--- src/rtl/pdfc_pkg.sv ---
package pdfc_pkg;

  localparam int COUNTER_BITS_DEF = 16;
  localparam int STAMP_W          = 16;
  localparam int FREQ_W           = 27;
  localparam int DUTY_W           = 7;
  localparam int STAT_W           = 2;
  localparam int DUTY_SCALE       = 100;
  localparam int DUTY_SCALE_W     = 7;

  localparam logic [FREQ_W-1:0] TICK_RATE_RESET = FREQ_W'(1000000);
  localparam logic [DUTY_W-1:0] DUTY_FULL       = DUTY_W'(DUTY_SCALE);

  localparam logic [STAT_W-1:0] STAT_MEAS    = 2'd0;
  localparam logic [STAT_W-1:0] STAT_LEVEL   = 2'd1;
  localparam logic [STAT_W-1:0] STAT_ZERO_PD = 2'd2;

  localparam logic CMD_CAPTURE = 1'b0;
  localparam logic CMD_POLL    = 1'b1;

  typedef enum logic [1:0] {
    PH_RISE1,
    PH_FALL,
    PH_RISE2,
    PH_DONE
  } phase_t;

  typedef enum logic [2:0] {
    ST_IDLE,
    ST_CHECK,
    ST_DIV,
    ST_EMIT_LVL,
    ST_EMIT_ZERO,
    ST_EMIT_MEAS
  } ctrl_state_t;

  typedef enum logic [1:0] {
    RES_LEVEL,
    RES_ZERO,
    RES_MEAS
  } res_sel_t;

  typedef struct packed {
    logic     cfg_we;
    logic     cap_we;
    logic     poll_take;
    logic     div_start;
    logic     out_load;
    res_sel_t res_sel;
  } dp_cmd_t;

  typedef struct packed {
    logic phase_done;
    logic period_zero;
    logic div_busy;
  } dp_stat_t;

endpackage

--- src/rtl/pdfc_in_if.sv ---
interface pdfc_in_if import pdfc_pkg::*; ();
  logic               valid;
  logic               ready;
  logic               command;
  logic [STAMP_W-1:0] capture_time;
  logic               pin_level;

  modport source (output valid, output command, output capture_time, output pin_level,
                  input ready);
  modport sink   (input valid, input command, input capture_time, input pin_level,
                  output ready);
endinterface

--- src/rtl/pdfc_out_if.sv ---
interface pdfc_out_if import pdfc_pkg::*; ();
  logic              valid;
  logic              ready;
  logic [FREQ_W-1:0] frequency;
  logic [DUTY_W-1:0] duty_percent;
  logic [STAT_W-1:0] status;

  modport source (output valid, output frequency, output duty_percent, output status,
                  input ready);
  modport sink   (input valid, input frequency, input duty_percent, input status,
                  output ready);
endinterface

--- src/rtl/pdfc_cfg_if.sv ---
interface pdfc_cfg_if import pdfc_pkg::*; ();
  logic              valid;
  logic              ready;
  logic [FREQ_W-1:0] tick_rate;

  modport source (output valid, output tick_rate, input ready);
  modport sink   (input valid, input tick_rate, output ready);
endinterface

--- src/rtl/pdfc_div.sv ---
module pdfc_div import pdfc_pkg::*; #(
  parameter int NUM_W = 27,
  parameter int DEN_W = 17
) (
  input  logic             clk,
  input  logic             rst_n,
  input  logic             start,
  input  logic [NUM_W-1:0] dividend,
  input  logic [DEN_W-1:0] divisor,
  output logic             busy,
  output logic [NUM_W-1:0] quotient
);

  localparam int CNT_W = $clog2(NUM_W + 1);

  logic [CNT_W-1:0] cnt_r, cnt_nxt;
  logic             busy_r, busy_nxt;
  logic [NUM_W-1:0] quo_r, quo_nxt;
  logic [DEN_W-1:0] rem_r, rem_nxt;
  logic [DEN_W-1:0] den_r, den_nxt;
  logic [DEN_W:0]   trial;

  // restoring division, one quotient bit per cycle, msb first
  assign trial = {rem_r, quo_r[NUM_W-1]};

  always_comb begin
    cnt_nxt  = cnt_r;
    busy_nxt = busy_r;
    quo_nxt  = quo_r;
    rem_nxt  = rem_r;
    den_nxt  = den_r;
    if (start) begin
      cnt_nxt  = CNT_W'(NUM_W);
      busy_nxt = 1'b1;
      quo_nxt  = dividend;
      rem_nxt  = '0;
      den_nxt  = divisor;
    end else if (busy_r) begin
      if (trial >= {1'b0, den_r}) begin
        rem_nxt = DEN_W'(trial - {1'b0, den_r});
        quo_nxt = {quo_r[NUM_W-2:0], 1'b1};
      end else begin
        rem_nxt = trial[DEN_W-1:0];
        quo_nxt = {quo_r[NUM_W-2:0], 1'b0};
      end
      cnt_nxt = cnt_r - CNT_W'(1);
      if (cnt_r == CNT_W'(1)) begin
        busy_nxt = 1'b0;
      end
    end
  end

  always_ff @(posedge clk) begin
    if (!rst_n) begin
      cnt_r  <= '0;
      busy_r <= 1'b0;
    end else begin
      cnt_r  <= cnt_nxt;
      busy_r <= busy_nxt;
    end
    quo_r <= quo_nxt;
    rem_r <= rem_nxt;
    den_r <= den_nxt;
  end

  assign busy     = busy_r;
  assign quotient = quo_r;

endmodule

--- src/rtl/pdfc_datapath.sv ---
module pdfc_datapath import pdfc_pkg::*; #(
  parameter int COUNTER_BITS = COUNTER_BITS_DEF
) (
  input  logic               clk,
  input  logic               rst_n,
  input  dp_cmd_t            cmd,
  input  logic [FREQ_W-1:0]  cfg_tick_rate,
  input  logic [STAMP_W-1:0] in_capture_time,
  input  logic               in_pin_level,
  output dp_stat_t           stat,
  output logic [FREQ_W-1:0]  out_frequency,
  output logic [DUTY_W-1:0]  out_duty_percent,
  output logic [STAT_W-1:0]  out_status
);

  localparam int CB    = COUNTER_BITS;
  localparam int PER_W = CB + 1;
  localparam int HX_W  = CB + DUTY_SCALE_W;

  logic [FREQ_W-1:0] tick_rate_r, tick_rate_nxt;
  phase_t            phase_r, phase_nxt;
  logic [CB-1:0]     rise1_r, rise1_nxt;
  logic [CB-1:0]     fall_r, fall_nxt;
  logic [CB-1:0]     rise2_r, rise2_nxt;
  logic              level_r, level_nxt;
  logic [PER_W-1:0]  period_r, period_nxt;
  logic [HX_W-1:0]   high_x100_r, high_x100_nxt;
  logic [FREQ_W-1:0] freq_r, freq_nxt;
  logic [DUTY_W-1:0] duty_r, duty_nxt;
  logic [STAT_W-1:0] status_r, status_nxt;

  logic [CB-1:0]     stamp;
  logic [CB-1:0]     high_t;
  logic [CB-1:0]     low_t;
  logic              busy_f, busy_d;
  logic [FREQ_W-1:0] quo_f;
  logic [HX_W-1:0]   quo_d;

  assign stamp  = CB'(in_capture_time);
  assign high_t = fall_r - rise1_r;
  assign low_t  = rise2_r - fall_r;

  always_comb begin
    tick_rate_nxt = tick_rate_r;
    phase_nxt     = phase_r;
    rise1_nxt     = rise1_r;
    fall_nxt      = fall_r;
    rise2_nxt     = rise2_r;
    level_nxt     = level_r;
    period_nxt    = period_r;
    high_x100_nxt = high_x100_r;
    if (cmd.cfg_we) begin
      tick_rate_nxt = cfg_tick_rate;
    end
    if (cmd.cap_we) begin
      case (phase_r)
        PH_RISE1: begin
          rise1_nxt = stamp;
          phase_nxt = PH_FALL;
        end
        PH_FALL: begin
          fall_nxt  = stamp;
          phase_nxt = PH_RISE2;
        end
        PH_RISE2: begin
          rise2_nxt = stamp;
          phase_nxt = PH_DONE;
        end
        default: ;
      endcase
    end
    if (cmd.poll_take) begin
      level_nxt     = in_pin_level;
      period_nxt    = {1'b0, high_t} + {1'b0, low_t};
      high_x100_nxt = HX_W'(high_t) * HX_W'(DUTY_SCALE);
      if (phase_r == PH_DONE) begin
        phase_nxt = PH_RISE1;
      end
    end
  end

  pdfc_div #(.NUM_W(FREQ_W), .DEN_W(PER_W)) u_div_freq (
    .clk      (clk),
    .rst_n    (rst_n),
    .start    (cmd.div_start),
    .dividend (tick_rate_r),
    .divisor  (period_r),
    .busy     (busy_f),
    .quotient (quo_f)
  );

  pdfc_div #(.NUM_W(HX_W), .DEN_W(PER_W)) u_div_duty (
    .clk      (clk),
    .rst_n    (rst_n),
    .start    (cmd.div_start),
    .dividend (high_x100_r),
    .divisor  (period_r),
    .busy     (busy_d),
    .quotient (quo_d)
  );

  always_comb begin
    freq_nxt   = freq_r;
    duty_nxt   = duty_r;
    status_nxt = status_r;
    if (cmd.out_load) begin
      case (cmd.res_sel)
        RES_LEVEL: begin
          freq_nxt   = '0;
          duty_nxt   = level_r ? DUTY_FULL : '0;
          status_nxt = STAT_LEVEL;
        end
        RES_MEAS: begin
          freq_nxt   = quo_f;
          // high never exceeds period, so the quotient fits in the duty field
          duty_nxt   = quo_d[DUTY_W-1:0];
          status_nxt = STAT_MEAS;
        end
        default: begin
          freq_nxt   = '0;
          duty_nxt   = '0;
          status_nxt = STAT_ZERO_PD;
        end
      endcase
    end
  end

  always_ff @(posedge clk) begin
    if (!rst_n) begin
      tick_rate_r <= TICK_RATE_RESET;
      phase_r     <= PH_RISE1;
      rise1_r     <= '0;
      fall_r      <= '0;
      rise2_r     <= '0;
    end else begin
      tick_rate_r <= tick_rate_nxt;
      phase_r     <= phase_nxt;
      rise1_r     <= rise1_nxt;
      fall_r      <= fall_nxt;
      rise2_r     <= rise2_nxt;
    end
    level_r     <= level_nxt;
    period_r    <= period_nxt;
    high_x100_r <= high_x100_nxt;
    freq_r      <= freq_nxt;
    duty_r      <= duty_nxt;
    status_r    <= status_nxt;
  end

  assign stat.phase_done  = (phase_r == PH_DONE);
  assign stat.period_zero = (period_r == '0);
  assign stat.div_busy    = busy_f | busy_d;

  assign out_frequency    = freq_r;
  assign out_duty_percent = duty_r;
  assign out_status       = status_r;

endmodule

--- src/rtl/pdfc_ctrl.sv ---
module pdfc_ctrl import pdfc_pkg::*; (
  input  logic     clk,
  input  logic     rst_n,
  input  logic     in_valid,
  input  logic     in_command,
  input  logic     cfg_valid,
  input  logic     out_ready,
  input  dp_stat_t stat,
  output dp_cmd_t  cmd,
  output logic     in_ready,
  output logic     cfg_ready,
  output logic     out_valid
);

  ctrl_state_t state_r, state_nxt;
  logic        out_valid_r, out_valid_nxt;
  logic        in_xfer;
  logic        out_free;
  logic        emit;

  assign in_xfer  = in_valid & in_ready;
  assign out_free = ~out_valid_r | out_ready;

  always_comb begin
    state_nxt = state_r;
    case (state_r)
      ST_IDLE: begin
        if (in_valid && in_command == CMD_POLL) begin
          state_nxt = stat.phase_done ? ST_CHECK : ST_EMIT_LVL;
        end
      end
      ST_CHECK: begin
        state_nxt = stat.period_zero ? ST_EMIT_ZERO : ST_DIV;
      end
      ST_DIV: begin
        if (!stat.div_busy) begin
          state_nxt = ST_EMIT_MEAS;
        end
      end
      ST_EMIT_LVL, ST_EMIT_ZERO, ST_EMIT_MEAS: begin
        if (out_free) begin
          state_nxt = ST_IDLE;
        end
      end
      default: state_nxt = ST_IDLE;
    endcase
  end

  always_comb begin
    in_ready      = 1'b0;
    emit          = 1'b0;
    cmd.res_sel   = RES_LEVEL;
    cmd.div_start = 1'b0;
    case (state_r)
      ST_IDLE:      in_ready = 1'b1;
      ST_CHECK:     cmd.div_start = ~stat.period_zero;
      ST_EMIT_LVL:  emit = out_free;
      ST_EMIT_ZERO: begin
        emit        = out_free;
        cmd.res_sel = RES_ZERO;
      end
      ST_EMIT_MEAS: begin
        emit        = out_free;
        cmd.res_sel = RES_MEAS;
      end
      default: ;
    endcase
    cmd.cfg_we    = cfg_valid;
    cmd.cap_we    = in_xfer & (in_command == CMD_CAPTURE);
    cmd.poll_take = in_xfer & (in_command == CMD_POLL);
    cmd.out_load  = emit;
  end

  always_comb begin
    out_valid_nxt = out_valid_r;
    if (emit) begin
      out_valid_nxt = 1'b1;
    end else if (out_ready) begin
      out_valid_nxt = 1'b0;
    end
  end

  always_ff @(posedge clk) begin
    if (!rst_n) begin
      state_r     <= ST_IDLE;
      out_valid_r <= 1'b0;
    end else begin
      state_r     <= state_nxt;
      out_valid_r <= out_valid_nxt;
    end
  end

  assign cfg_ready = 1'b1;
  assign out_valid = out_valid_r;

endmodule

--- src/rtl/pwm_duty_frequency_capture_core.sv ---
// pwm input capture: duty and frequency from rise, fall and second rise stamps
//
// in_bus  : items of command, capture_time, pin_level; transfer on valid & ready.
//           a capture gives no result; a poll gives one result.
// out_bus : frequency, duty_percent, status; held in an output register until taken.
// cfg_bus : tick_rate write, always ready; write only while no poll is in flight.
//
// a capture is accepted every cycle while no poll is in flight. a poll holds
// in_ready low until its result is loaded into the output register:
//   no complete measurement: poll, then emit step; zero period: poll, check, emit;
//   measured: poll, check, divide, emit, the divide step set by the two radix-2
//   dividers that run side by side, one quotient bit a cycle
// a result waiting on a stalled receiver does not block captures; the next poll
// waits in its emit step until the output register is free.
// reset clears the edge phase and stamps, sets tick_rate to 1000000 and empties
// the output register.
module pwm_duty_frequency_capture_core import pdfc_pkg::*; #(
  parameter int COUNTER_BITS = COUNTER_BITS_DEF
) (
  input  logic  clk,
  input  logic  rst_n,
  pdfc_in_if.sink    in_bus,
  pdfc_out_if.source out_bus,
  pdfc_cfg_if.sink   cfg_bus
);

  dp_cmd_t  cmd;
  dp_stat_t stat;

  pdfc_ctrl u_ctrl (
    .clk        (clk),
    .rst_n      (rst_n),
    .in_valid   (in_bus.valid),
    .in_command (in_bus.command),
    .cfg_valid  (cfg_bus.valid),
    .out_ready  (out_bus.ready),
    .stat       (stat),
    .cmd        (cmd),
    .in_ready   (in_bus.ready),
    .cfg_ready  (cfg_bus.ready),
    .out_valid  (out_bus.valid)
  );

  pdfc_datapath #(.COUNTER_BITS(COUNTER_BITS)) u_dp (
    .clk              (clk),
    .rst_n            (rst_n),
    .cmd              (cmd),
    .cfg_tick_rate    (cfg_bus.tick_rate),
    .in_capture_time  (in_bus.capture_time),
    .in_pin_level     (in_bus.pin_level),
    .stat             (stat),
    .out_frequency    (out_bus.frequency),
    .out_duty_percent (out_bus.duty_percent),
    .out_status       (out_bus.status)
  );

endmodule

--- src/flat_wrapper.sv ---
// flat-port wrapper written by rule: the top's interface ports become plain ports
module pwm_duty_frequency_capture_core_flat import pdfc_pkg::*;
#(
  parameter int COUNTER_BITS = COUNTER_BITS_DEF
)
  (clk, rst_n, in_bus_valid, in_bus_command, in_bus_capture_time, in_bus_pin_level, in_bus_ready, out_bus_valid, out_bus_frequency, out_bus_duty_percent, out_bus_status, out_bus_ready, cfg_bus_valid, cfg_bus_tick_rate, cfg_bus_ready);
  pdfc_in_if in_bus_i ();
  pdfc_out_if out_bus_i ();
  pdfc_cfg_if cfg_bus_i ();
  input  logic clk;
  input  logic rst_n;
  input wire logic [$bits(in_bus_i.valid)-1:0] in_bus_valid;
  input wire logic [$bits(in_bus_i.command)-1:0] in_bus_command;
  input wire logic [$bits(in_bus_i.capture_time)-1:0] in_bus_capture_time;
  input wire logic [$bits(in_bus_i.pin_level)-1:0] in_bus_pin_level;
  output wire logic [$bits(in_bus_i.ready)-1:0] in_bus_ready;
  output wire logic [$bits(out_bus_i.valid)-1:0] out_bus_valid;
  output wire logic [$bits(out_bus_i.frequency)-1:0] out_bus_frequency;
  output wire logic [$bits(out_bus_i.duty_percent)-1:0] out_bus_duty_percent;
  output wire logic [$bits(out_bus_i.status)-1:0] out_bus_status;
  input wire logic [$bits(out_bus_i.ready)-1:0] out_bus_ready;
  input wire logic [$bits(cfg_bus_i.valid)-1:0] cfg_bus_valid;
  input wire logic [$bits(cfg_bus_i.tick_rate)-1:0] cfg_bus_tick_rate;
  output wire logic [$bits(cfg_bus_i.ready)-1:0] cfg_bus_ready;
  assign in_bus_i.valid = in_bus_valid;
  assign in_bus_i.command = in_bus_command;
  assign in_bus_i.capture_time = in_bus_capture_time;
  assign in_bus_i.pin_level = in_bus_pin_level;
  assign in_bus_ready = in_bus_i.ready;
  assign out_bus_valid = out_bus_i.valid;
  assign out_bus_frequency = out_bus_i.frequency;
  assign out_bus_duty_percent = out_bus_i.duty_percent;
  assign out_bus_status = out_bus_i.status;
  assign out_bus_i.ready = out_bus_ready;
  assign cfg_bus_i.valid = cfg_bus_valid;
  assign cfg_bus_i.tick_rate = cfg_bus_tick_rate;
  assign cfg_bus_ready = cfg_bus_i.ready;
  pwm_duty_frequency_capture_core #(.COUNTER_BITS(COUNTER_BITS)) u_core (.clk(clk), .rst_n(rst_n), .in_bus(in_bus_i), .out_bus(out_bus_i), .cfg_bus(cfg_bus_i));
endmodule
--- config.mk ---
export PLATFORM = sky130hd
export DESIGN_NAME = pwm_duty_frequency_capture_core_flat
export DESIGN_NICKNAME = d
export VERILOG_FILES = /design/src/rtl/pdfc_pkg.sv /design/src/rtl/pdfc_in_if.sv /design/src/rtl/pdfc_out_if.sv /design/src/rtl/pdfc_cfg_if.sv /design/src/rtl/pdfc_div.sv /design/src/rtl/pdfc_datapath.sv /design/src/rtl/pdfc_ctrl.sv /design/src/rtl/pwm_duty_frequency_capture_core.sv /design/src/flat_wrapper.sv
export SDC_FILE = /design/constraint.sdc
export NUM_CORES = 1
export LEC_CHECK = 0
export CELL_PAD_IN_SITES_DETAIL_PLACEMENT = 2
export CELL_PAD_IN_SITES_GLOBAL_PLACEMENT = 2
export CORE_AREA = 10 10 199 201
export DETAILED_ROUTE_END_ITERATION = 8
export DIE_AREA = 0 0 209 211
export DONT_BUFFER_PORTS = 1
export GPL_ROUTABILITY_DRIVEN = 0
export PLACE_DENSITY = 0.91
export SETUP_SLACK_MARGIN = 0.4
export SYNTH_ARGS = -nofsm -noshare
export SYNTH_HDL_FRONTEND = slang
export SYNTH_SLANG_ARGS = --single-unit
--- constraint.sdc ---
create_clock -name clk -period 13.4 [get_ports clk]
set_input_delay 2.68 -clock clk [delete_from_list [all_inputs] [get_ports clk]]
set_output_delay 2.68 -clock clk [all_outputs]
set_load 0.05 [all_outputs]
======== Word-level counts from Yosys, hierarchy flattened ========
Cells that the tools add are included.
storage, ports and cells
  flip-flop bits (word level) ............. 269
  bits of input ports ..................... 50
  output and inout port bits .............. 39
cells by class
  add/subtract/negate cells ............... 7
  multipliers ............................. 1
  $lt $le $gt $ge ......................... 2
  equality and inequality tests ........... 14
  mux-type cells .......................... 37
  bitwise operators ....................... 9
  reductions and logical operators ........ 14
operators by type and width
  kind                                                  count
  2-to-1 mux 27 bit                                     2
  2-to-1 mux 23 bit                                     2
  greater-or-equal comparator 18 x 17 -> 1 bit          2
  2-to-1 mux 17 bit                                     2
  subtractor 17 bit                                     2
  subtractor 16 bit                                     2
  multiplier 16 x 5 -> 21 bit (second input constant)   1
  2-to-1 mux 5 bit                                      4
  adder 16 x 16 -> 17 bit                               1
  logical NOT 17 bit                                    1
  one-hot mux 7 bit (2 select lines)                    1
  2-to-1 mux 1 bit                                      13
  2-to-1 mux 3 bit                                      4
  one-hot mux 3 bit (4 select lines)                    1
  equality test 5 x 1 -> 1 bit (second input constant)  2
  subtractor 5 x 1 -> 5 bit (second input constant)     2
  2-to-1 mux 2 bit                                      4
  one-hot mux 2 bit (2 select lines)                    2
  2-to-1 mux 7 bit                                      1
  equality test 2 bit (second input constant)           3
  equality test 3 x 2 -> 1 bit (second input constant)  2
  equality test 3 bit (second input constant)           2
  one-hot mux 2 bit (3 select lines)                    1
  AND reduction 2 bit                                   3
  other kinds (14)                                      24

======== Longest topological paths before layout ========
  depth after elaboration ................. 7
  depth in mapped cells ................... 25
  depth with buffers taken out ............ 25

======== Cells and area by module ========
A second synthesis with hierarchy kept.
second synthesis, totals
  cells, all modules ...................... 1647
  area, all modules ....................... 16709.8 µm²
by module, submodules not included
  module                              instances  cells each  area an instance (µm²)
  pdfc_datapath                       1          926         9123.8
  pdfc_div at u_core.u_dp.u_div_freq  1          344         3707.3
  pdfc_div at u_core.u_dp.u_div_duty  1          336         3542.1
  pdfc_ctrl                           1          41          336.6

======== Worst setup path after synthesis ========
Ideal clock, no wire load.
  path kind ............................... input to register
  start point ............................. input out_bus_ready
  end point ............................... register u_core.u_dp.duty_r[0], in the netlist u_core.u_dp.out_duty_percent[0] (enable)
  library setup time ...................... 441 ps
  arrival ................................. 4516 ps
  required time ........................... 12959 ps
  setup slack ............................. 8443 ps
  stages on the path ...................... 2
  path buffers ............................ 0
  path through ............................ nor2b_1 > a21oi_1
RTL lines
  item                    line                  text
  start: declaration      flat_wrapper.sv:21    input wire logic [$bits(out_bus_i.ready)-1:0] out_bus_ready;
  end signal: assignment  pdfc_datapath.sv:146  duty_r <= duty_nxt;
  end: declaration        pdfc_datapath.sv:29   logic [DUTY_W-1:0] duty_r, duty_nxt;

======== Final worst setup path ========
  start point ............................. register u_core.u_dp.rise1_r[1]
  end point ............................... register u_core.u_dp.high_x100_r[22] (data pin)
on the way
  cells in the longest elaborated chain, start to end .. 2
RTL lines
  item                         line                  text
  start: declaration           pdfc_datapath.sv:22   logic [CB-1:0] rise1_r, rise1_nxt;
  start signal: assignment     pdfc_datapath.sv:138  rise1_r <= rise1_nxt;
  subtractor 16 bit            pdfc_datapath.sv:40   assign high_t = fall_r - rise1_r;
  multiplier 16 x 5 -> 21 bit  pdfc_datapath.sv:75   high_x100_nxt = HX_W'(high_t) * HX_W'(DUTY_SCALE);
  end signal: assignment       pdfc_datapath.sv:144  high_x100_r <= high_x100_nxt;
  end: declaration             pdfc_datapath.sv:27   logic [HX_W-1:0] high_x100_r, high_x100_nxt;
No other way between the ends.
A chain may end at the register's enable or synchronous reset.

==> impl_metrics.toml <==
[clock_network]
cts.sinks = 269
cts.path.max_buffers = 3
cts_root_buffer = "clkbuf_16"
clk_pin_slew_ns = 0.06
cts_hold_buffers = 0
htreeDepth = 1
cts-buffers-inserted = 31
cts_tree = "built"
clock_latency_ns = 0.60
cts_resized = 0
postCtsSetupBuffers = 0

[synth]
synth_edf_count = 142
ys_seq_area_frac = 0.4386
synth_seq_cells = 269
ys_warn_count = 0
synthCells = 1658
synth_cell_types = 83
async_reset_ff_frac = 0
syn_area_per_cell_sq_um = 9.361
syn_nets = 1854
synthesis.area_sq_um = 15520
ys.flop_type = "edfxtp_1"

[setup_path]
timing.rr.end = "u_core.u_dp.high_x100_r[22]$_DFFE_PP_"
critPathRequiredTime_ns = 13.74
crit_arrival_ns = 6.18
rrSetupSlack_ns = 7.56
worstPathMaxFanout = 4
worst_setup_path_end_kind = "flip-flop"
max_stage_delay_ns = 0.66
crit_type = "flip-flop to flip-flop"
rr_startpoint = "u_core.u_dp.rise1_r[1]$_SDFFE_PN0P_"
path_cells = "inv_1 > ha_1 > nor2b_1 > o31a_1 > a21oi_1 > ha_1 > ha_1 > inv_1 > fa_1 > inv_1 > ha_1 > a21o_1 > a21oi_1 > o21bai_1 > a21o_1 > a21oi_1 > o21ai_0 > o41ai_1 > o2111ai_1 > a21oi_1 > xnor2_1"
worstSetupStartpointType = "flip-flop"
path_buf_inv = 3
cp_slowest_cell = "o41ai_1"
crit_family = "compound AO/OA/AOI/OAI gates"
r2r_cells = 21

[timing]
fin_crit_sh = 0.4355
fin_ws_ns = 7.564
max_slew.worst_pin.slew_ns = 1.313
skew_ns = 0.02859
rsz0062_at_grt = "false"
min_period_ns = 5.836
fin_tns_setup_ns = 0
relSlewSlack = 0.1229
setup-violations-final = 0
drv_slew = 0
final-hold-violation-count = 0
max_freq_ghz = 0.1713

[placed_design]
numPortBuffers = 0
dp_worst_setup_slack_ns = 7.538
dp_cells = 2069
dpl.hpwl_mm = 37.98

[cells_and_area]
instances_no_fill = 2128
nNetsFinal = 1837
area_delta_synth_final_pct = 9.231
multiInputGateArea_sq_um = 7940
num-fill-cells = 3735
regArea_sq_um = 6807
final_layout_size_suffix_gt1_frac = 0.06242

[floorplan]
row_count = 69
coreArea_sq_um = 35400
die_h_microns = 211
initial_utilization = 0.4385
fp.dieW_microns = 209
pin_count = 89
die_area_sq_um = 44100

[grt]
antenna_found_initial = 0
first_global_vias = 13940
track_usage = 0.2368
grt_pass1_wl_mm = 83.02
overflow = 0
grt_max_degree = 75

[routing]
drcViolationCount = 0
drtPass1Iterations = 5
vias = 12370
drtIter0Drc = 748
ant_nets = 0
vias_per_cell = 5.811
routed_wl_mm = 53.76
routedWlPerCell_microns = 25.26

[min_path]
hold_start = "u_core.u_dp.rise1_r[13]$_SDFFE_PN0P_"
hold_path_class = "flip-flop to flip-flop"
hold_depth = 2
min_to = "u_core.u_dp.rise1_r[13]$_SDFFE_PN0P_"

[run_status]
status = "complete, no violations"

[job]
maxCapViolations = 0
worst max-delay path by stage:
stage,from,end,cells past startpoint,slack [ns]
after CTS,u_core.u_dp.rise1_r[1]$_SDFFE_PN0P_,u_core.u_dp.high_x100_r[22]$_DFFE_PP_,21,7.53
final,u_core.u_dp.rise1_r[1]$_SDFFE_PN0P_,u_core.u_dp.high_x100_r[22]$_DFFE_PP_,21,7.56
after global routing,u_core.u_dp.rise1_r[0]$_SDFFE_PN0P_,u_core.u_dp.high_x100_r[22]$_DFFE_PP_,22,7.26
after detailed placement,u_core.u_dp.rise1_r[1]$_SDFFE_PN0P_,u_core.u_dp.high_x100_r[22]$_DFFE_PP_,21,7.54
after global placement,u_core.u_dp.rise1_r[0]$_SDFFE_PN0P_,u_core.u_dp.high_x100_r[22]$_DFFE_PP_,22,7.96
after floorplan,out_bus_ready,u_core.u_dp.out_duty_percent[0]$_DFFE_PP_,2,8.44
cell usage after synthesis (all sizes together) (35+ instances only):
cell type	number	area share
dfxtp	127	0.16
edfxtp	142	0.27
nor2	91	0.022
and2	35	0.014
ha	130	0.10
mux2i	51	0.034
clkbuf	51	0.012
inv	155	0.037
a21oi	137	0.044
nand2	293	0.071
xnor2	61	0.037
o21ai	63	0.020
cell usage in the layout (no fill, tap or decap), types with 6 or more instances in the layout:
cell type,netlist,routed
nor4_1,9,8
o21ai_0,58,58
mux2i_1,50,50
ha_1,130,130
and3_1,15,14
dfxtp_1,127,127
nand3_1,22,22
fa_1,16,16
o21bai_1,7,7
xor2_1,25,25
or2_2,7,7
nor2_1,90,90
inv_1,155,153
o21a_1,15,15
nand4_1,12,12
a31oi_1,10,10
and2_1,35,35
clkbuf_16,0,31
edfxtp_1,142,142
buf_4,2,11
nand2_1,293,293
clkinv_2,0,11
a21o_1,14,14
nand2b_1,11,11
nor3_1,29,28
or3_1,8,7
a21oi_1,136,135
xnor2_1,58,58
a211oi_1,6,6
nor2b_1,15,15
per-layer routing:
metal | share of wire | GRT usage | wire (microns)
met3 | 0.042 | 0.03977 | 2270
met1 | 0.39 | 0.2575 | 21160
met5 | 0 | 0 | 0
met4 | 0.042 | 0.1025 | 2273
met2 | 0.52 | 0.4433 | 28050
registers in the layout, summed over array words and instances, names as in the netlist, 5 cells and up:
| name | count |
|---|---|
| u_core.u_dp.out_frequency | 27 |
| u_core.u_dp.tick_rate_r | 27 |
| u_core.u_dp.u_div_freq.quotient | 27 |
| u_core.u_dp.u_div_duty.quotient | 23 |
| u_core.u_dp.high_x100_r | 21 |
| u_core.u_dp.period_r | 17 |
| u_core.u_dp.u_div_duty.den_r | 17 |
| u_core.u_dp.u_div_duty.rem_r | 17 |
| u_core.u_dp.u_div_freq.rem_r | 17 |
| u_core.u_dp.fall_r | 16 |
| u_core.u_dp.rise1_r | 16 |
| u_core.u_dp.rise2_r | 16 |
| u_core.u_dp.out_duty_percent | 7 |
| u_core.u_dp.u_div_duty.cnt_r | 5 |
| u_core.u_dp.u_div_freq.cnt_r | 5 |
kinds of logic (layout without fill, tap and decap cells):
family	count (synthesis)	count (layout)	synth area share
multiplexers	54	54	0.03588
AND/OR/NAND/NOR	572	572	0.1687
flip-flops	269	269	0.4386
other	1	2	0.0002416
XOR/XNOR	86	86	0.05071
buffers and inverters	216	224	0.05329
adder cells (fa/ha/maj)	147	147	0.1261
AO/OA/AOI/OAI	313	313	0.1266
worst min-delay path, stage by stage (launching register included):
cell and delay (ns):
dfxtp_1 0.31, nand2_1 0.05, a21oi_1 0.05
final cells by class:
cell class | instances | share of cell area
antenna | 1 | 0.0001476
clock buffer | 40 | 0.05011
clock inverter | 18 | 0.006643
inverter | 155 | 0.03432
multi-input combinational | 1173 | 0.4684
sequential | 269 | 0.4015
tap | 461 | 0.03402
timing repair buffer | 11 | 0.004871
per-stage QoR:
step	utilization	hold WS, ns	cell area [sq um]
2_1_floorplan	-	0.4268	15520
3_3_place_gp	0.4517	0.4346	15990
4_1_cts	0.4789	0.4613	16950
5_1_grt	0.4789	0.4872	16950
3_5_place_dp	0.4517	0.4519	15990
6_report	0.4789	0.4572	16950
Power is not shown: default switching activity piles up to over one toggle a cycle in this logic, so the estimate is an artifact.
